[src/rtl/wsfd_pkg.sv]
package wsfd_pkg;

  localparam logic [2:0] PH_HDR0 = 3'd0;
  localparam logic [2:0] PH_HDR1 = 3'd1;
  localparam logic [2:0] PH_EXT  = 3'd2;
  localparam logic [2:0] PH_KEY  = 3'd3;
  localparam logic [2:0] PH_PAY  = 3'd4;
  localparam logic [2:0] PH_DROP = 3'd5;

  localparam logic [1:0] ST_OK    = 2'd0;
  localparam logic [1:0] ST_SHORT = 2'd1;
  localparam logic [1:0] ST_HDR   = 2'd2;

  localparam logic [6:0] LEN_EXT16 = 7'd126;
  localparam logic [6:0] LEN_EXT64 = 7'd127;

  localparam logic [2:0] CNT_EXT16 = 3'd1;
  localparam logic [2:0] CNT_EXT64 = 3'd7;
  localparam logic [2:0] CNT_KEY   = 3'd3;

  typedef struct packed {
    logic [7:0] payload_byte;
    logic       byte_valid;
    logic       fin;
    logic [3:0] opcode;
    logic       masked;
    logic [1:0] status;
    logic       last;
  } res_t;

endpackage

[src/rtl/wsfd_parse.sv]
module wsfd_parse import wsfd_pkg::*; (
  input  logic       clk_i,
  input  logic       rst_ni,
  input  logic       step_i,
  input  logic [7:0] data_byte_i,
  input  logic       chunk_last_i,
  output logic       emit_o,
  output res_t       res_o
);

  logic [2:0]  phase_q, phase_d;
  logic [2:0]  phase_count_q, phase_count_d;
  logic        fin_q, fin_d;
  logic [3:0]  opcode_q, opcode_d;
  logic        masked_q, masked_d;
  logic [63:0] payload_len_q, payload_len_d;
  logic [31:0] mask_key_q, mask_key_d;
  logic [63:0] payload_seen_q, payload_seen_d;

  logic [63:0] seen_inc;
  logic [7:0]  key_byte;
  logic        done;
  logic        valid;
  logic        emit;
  logic [1:0]  status;
  logic [7:0]  pbyte;

  assign seen_inc = payload_seen_q + 64'd1;

  always_comb begin
    case (payload_seen_q[1:0])
      2'd0:    key_byte = mask_key_q[31:24];
      2'd1:    key_byte = mask_key_q[23:16];
      2'd2:    key_byte = mask_key_q[15:8];
      default: key_byte = mask_key_q[7:0];
    endcase
  end

  always_comb begin
    phase_d        = phase_q;
    phase_count_d  = phase_count_q;
    fin_d          = fin_q;
    opcode_d       = opcode_q;
    masked_d       = masked_q;
    payload_len_d  = payload_len_q;
    mask_key_d     = mask_key_q;
    payload_seen_d = payload_seen_q;
    done           = 1'b0;
    valid          = 1'b0;
    pbyte          = 8'd0;

    case (phase_q)
      PH_HDR0: begin
        fin_d          = data_byte_i[7];
        opcode_d       = data_byte_i[3:0];
        masked_d       = 1'b0;
        payload_len_d  = 64'd0;
        mask_key_d     = 32'd0;
        payload_seen_d = 64'd0;
        phase_d        = PH_HDR1;
      end
      PH_HDR1: begin
        masked_d      = data_byte_i[7];
        payload_len_d = 64'd0;
        if (data_byte_i[6:0] == LEN_EXT16) begin
          phase_d       = PH_EXT;
          phase_count_d = CNT_EXT16;
        end else if (data_byte_i[6:0] == LEN_EXT64) begin
          phase_d       = PH_EXT;
          phase_count_d = CNT_EXT64;
        end else begin
          payload_len_d = {57'd0, data_byte_i[6:0]};
          if (data_byte_i[7]) begin
            phase_d       = PH_KEY;
            phase_count_d = CNT_KEY;
          end else if (data_byte_i[6:0] == 7'd0) begin
            phase_d = PH_DROP;
            done    = 1'b1;
          end else begin
            phase_d = PH_PAY;
          end
        end
      end
      PH_EXT: begin
        payload_len_d = {payload_len_q[55:0], data_byte_i};
        if (phase_count_q == 3'd0) begin
          if (masked_q) begin
            phase_d       = PH_KEY;
            phase_count_d = CNT_KEY;
          end else if (payload_len_d == 64'd0) begin
            phase_d = PH_DROP;
            done    = 1'b1;
          end else begin
            phase_d = PH_PAY;
          end
        end else begin
          phase_count_d = phase_count_q - 3'd1;
        end
      end
      PH_KEY: begin
        mask_key_d = {mask_key_q[23:0], data_byte_i};
        if (phase_count_q == 3'd0) begin
          if (payload_len_q == 64'd0) begin
            phase_d = PH_DROP;
            done    = 1'b1;
          end else begin
            phase_d = PH_PAY;
          end
        end else begin
          phase_count_d = phase_count_q - 3'd1;
        end
      end
      PH_PAY: begin
        pbyte          = data_byte_i ^ key_byte;
        valid          = 1'b1;
        payload_seen_d = seen_inc;
        if (seen_inc >= payload_len_q) begin
          phase_d = PH_DROP;
          done    = 1'b1;
        end
      end
      default: begin
      end
    endcase

    emit   = valid || done;
    status = ST_OK;
    if (!done && chunk_last_i && phase_d != PH_DROP && phase_d <= PH_PAY) begin
      emit   = 1'b1;
      status = (phase_d == PH_PAY) ? ST_SHORT : ST_HDR;
    end

    if (chunk_last_i) begin
      phase_d       = PH_HDR0;
      phase_count_d = 3'd0;
    end
  end

  assign emit_o             = emit;
  assign res_o.payload_byte = pbyte;
  assign res_o.byte_valid   = valid;
  assign res_o.fin          = fin_d;
  assign res_o.opcode       = opcode_d;
  assign res_o.masked       = masked_d;
  assign res_o.status       = status;
  assign res_o.last         = done || (status != ST_OK);

  always_ff @(posedge clk_i or negedge rst_ni) begin
    if (!rst_ni) begin
      phase_q        <= PH_HDR0;
      phase_count_q  <= 3'd0;
      fin_q          <= 1'b0;
      opcode_q       <= 4'd0;
      masked_q       <= 1'b0;
      payload_len_q  <= 64'd0;
      mask_key_q     <= 32'd0;
      payload_seen_q <= 64'd0;
    end else if (step_i) begin
      phase_q        <= phase_d;
      phase_count_q  <= phase_count_d;
      fin_q          <= fin_d;
      opcode_q       <= opcode_d;
      masked_q       <= masked_d;
      payload_len_q  <= payload_len_d;
      mask_key_q     <= mask_key_d;
      payload_seen_q <= payload_seen_d;
    end
  end

endmodule

[src/rtl/websocket_frame_deframer.sv]
// Channel  Direction  Handshake             Beat
// in       input      in_valid_i/in_ready_o data_byte_i, chunk_last_i
// out      output     out_valid_o/out_ready_i payload_byte_o, byte_valid_o, fin_o,
//                                           opcode_o, masked_o, status_o, last_o
// One input beat per cycle while in_ready_o is high; its result, if any, is registered into the output or skid entry.
// Header parse, 64-bit length compare and key XOR are combinational after the
// frame state registers.
// Reset returns the parser to the first header byte and empties the output.
// A two-entry output register and skid stage keep in_ready_o high while the
// skid entry is empty; in_ready_o drops only when both entries hold results.
module websocket_frame_deframer import wsfd_pkg::*; (
  input  logic       clk_i,
  input  logic       rst_ni,
  input  logic       in_valid_i,
  output logic       in_ready_o,
  input  logic [7:0] data_byte_i,
  input  logic       chunk_last_i,
  output logic       out_valid_o,
  input  logic       out_ready_i,
  output logic [7:0] payload_byte_o,
  output logic       byte_valid_o,
  output logic       fin_o,
  output logic [3:0] opcode_o,
  output logic       masked_o,
  output logic [1:0] status_o,
  output logic       last_o
);

  logic accept;
  logic emit;
  logic push;
  logic drain;
  res_t res;
  res_t out_q, out_d;
  res_t skid_q, skid_d;
  logic out_valid_q, out_valid_d;
  logic skid_valid_q, skid_valid_d;

  assign in_ready_o = !skid_valid_q;
  assign accept     = in_valid_i && in_ready_o;

  wsfd_parse u_parse (
    .clk_i        (clk_i),
    .rst_ni       (rst_ni),
    .step_i       (accept),
    .data_byte_i  (data_byte_i),
    .chunk_last_i (chunk_last_i),
    .emit_o       (emit),
    .res_o        (res)
  );

  assign push  = accept && emit;
  assign drain = out_valid_q && out_ready_i;

  always_comb begin
    out_d        = out_q;
    skid_d       = skid_q;
    out_valid_d  = out_valid_q;
    skid_valid_d = skid_valid_q;
    if (!out_valid_q || drain) begin
      if (skid_valid_q) begin
        out_d = skid_q;
      end else begin
        out_d = res;
      end
      out_valid_d  = skid_valid_q || push;
      skid_valid_d = 1'b0;
    end else if (push) begin
      skid_d       = res;
      skid_valid_d = 1'b1;
    end
  end

  always_ff @(posedge clk_i or negedge rst_ni) begin
    if (!rst_ni) begin
      out_valid_q  <= 1'b0;
      skid_valid_q <= 1'b0;
    end else begin
      out_valid_q  <= out_valid_d;
      skid_valid_q <= skid_valid_d;
    end
  end

  always_ff @(posedge clk_i) begin
    out_q  <= out_d;
    skid_q <= skid_d;
  end

  assign out_valid_o    = out_valid_q;
  assign payload_byte_o = out_q.payload_byte;
  assign byte_valid_o   = out_q.byte_valid;
  assign fin_o          = out_q.fin;
  assign opcode_o       = out_q.opcode;
  assign masked_o       = out_q.masked;
  assign status_o       = out_q.status;
  assign last_o         = out_q.last;

endmodule

[config.mk]
export PLATFORM = sky130hd
export DESIGN_NAME = websocket_frame_deframer
export DESIGN_NICKNAME = d
export VERILOG_FILES = /design/src/rtl/wsfd_pkg.sv /design/src/rtl/wsfd_parse.sv /design/src/rtl/websocket_frame_deframer.sv
export SDC_FILE = /design/constraint.sdc
export NUM_CORES = 1
export LEC_CHECK = 0
export BUFFER_PORTS_ARGS = -buffer_cell sky130_fd_sc_hd__buf_2
export CORE_MARGIN = 1
export CORE_UTILIZATION = 50
export DETAILED_ROUTE_END_ITERATION = 12
export PLACE_DENSITY = 0.75
export SYNTH_ARGS = -nofsm -noshare
export SYNTH_HDL_FRONTEND = slang
export SYNTH_HIERARCHICAL = 1
export SYNTH_SLANG_ARGS = --single-unit
[constraint.sdc]
create_clock -name clk_i -period 5.6 [get_ports clk_i]
set_clock_uncertainty 0.1 [all_clocks]
set_input_delay 0.56 -clock clk_i [delete_from_list [all_inputs] [get_ports clk_i]]
set_output_delay 0.56 -clock clk_i [all_outputs]
set_load 0.03 [all_outputs]
==> run metrics <==
Clock Power Share=about a third; RSZ-0062 raised after global routing=false; Post-CTS Setup Inserts=0; area of the multi-input gates=5790 um^2; share of cells above drive strength 1=11.9%; most used cell, CP=nor3_1; Ports=33; CTS Sinks=210; M1 GR Usage=between 30% and 40%; htree depth=1; Synth Instances=1,159; M2 GR Usage=37.7%; final period utilization=88.4%; commonest non-fill, non-tap cell in the layout=dfrtp_1; Hold Slack=-0.0121 ns; clk_lat worst skew=0.52 ns; chip width=156 um; combinational power share=24.7%; CTS tree=yes; Synth Register Bits=210; WL per Instance=between 15 and 20 um; Final Power=between 4000 and 5000 uW; CTS buffer count=24; hold crit path type=input pin to asynchronous set/reset pin; Avg Inst Size Synth=10.2 um^2; critical path class=flop to flop; syn_nets=1,243; Post-synth ARST share=slightly above 80%; crit start category=flop; status=finished with violations; Total Neg Setup Slack=0 ns; unique cell type count in the Yosys netlist=69; P&R area growth vs syn=10.2%; Cell Chain, Critical Path=ha_1, nand3_1, nor3_4, nand3_4, nor3_1, nand2_1, xnor2_1, ha_1, nand4_1, nor4bb_1, nand4_1, a311oi_1, nor3_1, a31oi_1, nor3_1, mux2_4; die height=156 um; fin. max-slew vios=0; final hold vios=7; DR pass1 iterations=5; grt peak-use layer=met2; Slew headroom=18.4%; Initial DRC Count=678; WP data required=5.77 ns; Max Cap Viol=0; Reg area=5440 um^2; post-synthesis sequential area ratio=between 40 and 50%; fin area=13,000 um^2; hpwl dp=18.6 mm; minimum clock period after layout=4.95 ns; Power Density=354 nW/um^2; Via density=6.02; internal power=3110 uW; root cell of the clock tree=clkbuf_16; layout net count=1,249; Worst Tran Pin Value=roughly 1.2 ns; slowest stage cell, crit path=nor3_1; initial antenna violation count=0; Core Area=roughly 23,000 um^2; Net Sw Power=roughly 1500 uW; IR drop worst, VDD=221 uV; switching share of power=32.6%; Ys Warns=6; die area=24,300 um^2; Post-synth EDFFs=36; filler cell count=approximately 1,900; Worst-path clk slew=roughly 0.060 ns; hold buffer count at cts=0; vias in the first global route=8,645; GRT Resource Usage Total=23.0%; WL final=27.3 mm; Max Clock Freq=around 200 MHz; Pleak=0.00576 uW; commonest non-fill, non-tap cells in the layout=174 x dfrtp_1, 108 x a22o_1, 103 x nand2_1, 87 x inv_1, 71 x ha_1; Initial Util=51.6%; Synth Flop Type=dfrtp_1; Remaining DRCs=0; slowest stage delay, CP=roughly 0.55 ns; Final setup viols=0; mapped cell area=11,800 um^2; Worst setup EP type=flop; Reg power frac=about two fifths; Placed Area=12,200 um^2; GRT overflow=0; PortBufs=32; Antenna Cells=0; first-pass GRT wire length=44.7 mm; met3 usage=3.17%; CP Data Arrival Time=about 5.1 ns; Antenna Violating Nets Remaining=0; RePlAce Congestion=roughly 0.87; largest net degree at the start of global routing=~80; Row Count=55; routed vias=~9,000; Longest Clk Path Bufs=3; Final WS setup=between 0.6 and 0.7 ns; CP max FO=10; Placement Setup Slack=about 0.7 ns; failing checks=hold timing; post-cts resize count=0
[metrics by stage]
step                cells  util (%)
finish               1496      56.9
global route         1496      56.9
CTS                  1496      56.9
detailed placement   1452      53.3
global placement     1452      53.3
floorplan            1159         -
[path summary, 6_finish.rpt]
kind | end | startpoint | depth (start not counted) | slack, ns
worst max-delay path | status_o[0] | u_parse/payload_seen_q[0] | 16 | 0.65
worst min-delay path | u_parse/payload_seen_q[42] | rst_ni | 1 | -0.01
max in group asynchronous | u_parse/payload_len_q[39] | rst_ni | 2 | 4.18
min in group clk_i | out_valid_o | in_valid_i | 3 | 0.21
worst min register to register | u_parse/payload_seen_q[8] | u_parse/payload_seen_q[8] | 2 | 0.36
worst max register to register | status_o[0] | u_parse/payload_seen_q[0] | 16 | 0.65
[flip-flops by register name, summed over array words and instances, names as in the netlist, 2 cells and up]
signal / flops
u_parse/payload_len_q: 64
u_parse/payload_seen_q: 64
u_parse/mask_key_q: 32
skid_q: 18
payload_byte_o: 8
opcode_o: 4
u_parse/opcode_q: 4
u_parse/phase_count_q: 3
u_parse/phase_q: 3
status_o: 2
[logic make-up after synthesis]
logic type	after synthesis	synth area share [%]
AO/OA/AOI/OAI	320	18.9
XOR/XNOR	70	5.19
adder cells (fa/ha/maj)	71	7.52
buffers and inverters	152	5.23
flip-flops	210	46.0
multiplexers	29	3.32
AND/OR/NAND/NOR	307	13.8
[synthesized netlist by cell type (28+ instances only)]
library cell / count / area [um^2]
o21ai_0: 70 / 350
edfxtp_1: 36 / 1080
nor2_1: 45 / 169
inv_1: 87 / 327
a21oi_1: 55 / 275
nand3_1: 39 / 195
a31oi_1: 28 / 175
a22o_1: 108 / 946
ha_1: 71 / 888
xnor2_1: 51 / 447
dfrtp_1: 174 / 4350
nand2_1: 104 / 390
clkbuf_1: 46 / 173
[cell type report]
cell class / instances / area share (%)
inverters: 87 / 2.51
clock inverters: 11 / 0.855
well taps: 313 / 3.01
multi-input cells: 797 / 44.5
flip-flops and latches: 210 / 41.7
clock buffers: 33 / 5.43
repair buffers: 45 / 2.03
[power by group through the flow]
stage          Clock (uW)  Combinational, uW  Sequential [uW]
2_1_floorplan           0                724             1990
3_3_place_gp            0               1120             1890
3_5_place_dp            0               1140             1900
4_1_cts              1630               1140             1870
5_1_grt              1700               1240             1890
6_report             1600               1140             1870
[worst max-delay path, delay by kind of cell, from the launching register on]
kind / cells / cell delay [ns]
xor gates and xnor gates: 1 / 0.17
and+or+nand+nor: 10 / 2.51
AOI/OAI and AO/OA: 2 / 0.64
DFF: 1 / 0.50
muxes: 1 / 0.28
adders and majority gates: 2 / 0.50
[layer usage]
metal  vias to the layer above  routed length (um)
met5                         -                   0
met4                         0                 526
met3                        40                1360
met2                       235               13100
met1                      4435               12300
li1                       4293                   -
Note: power is estimated with default switching activity, not from simulation.
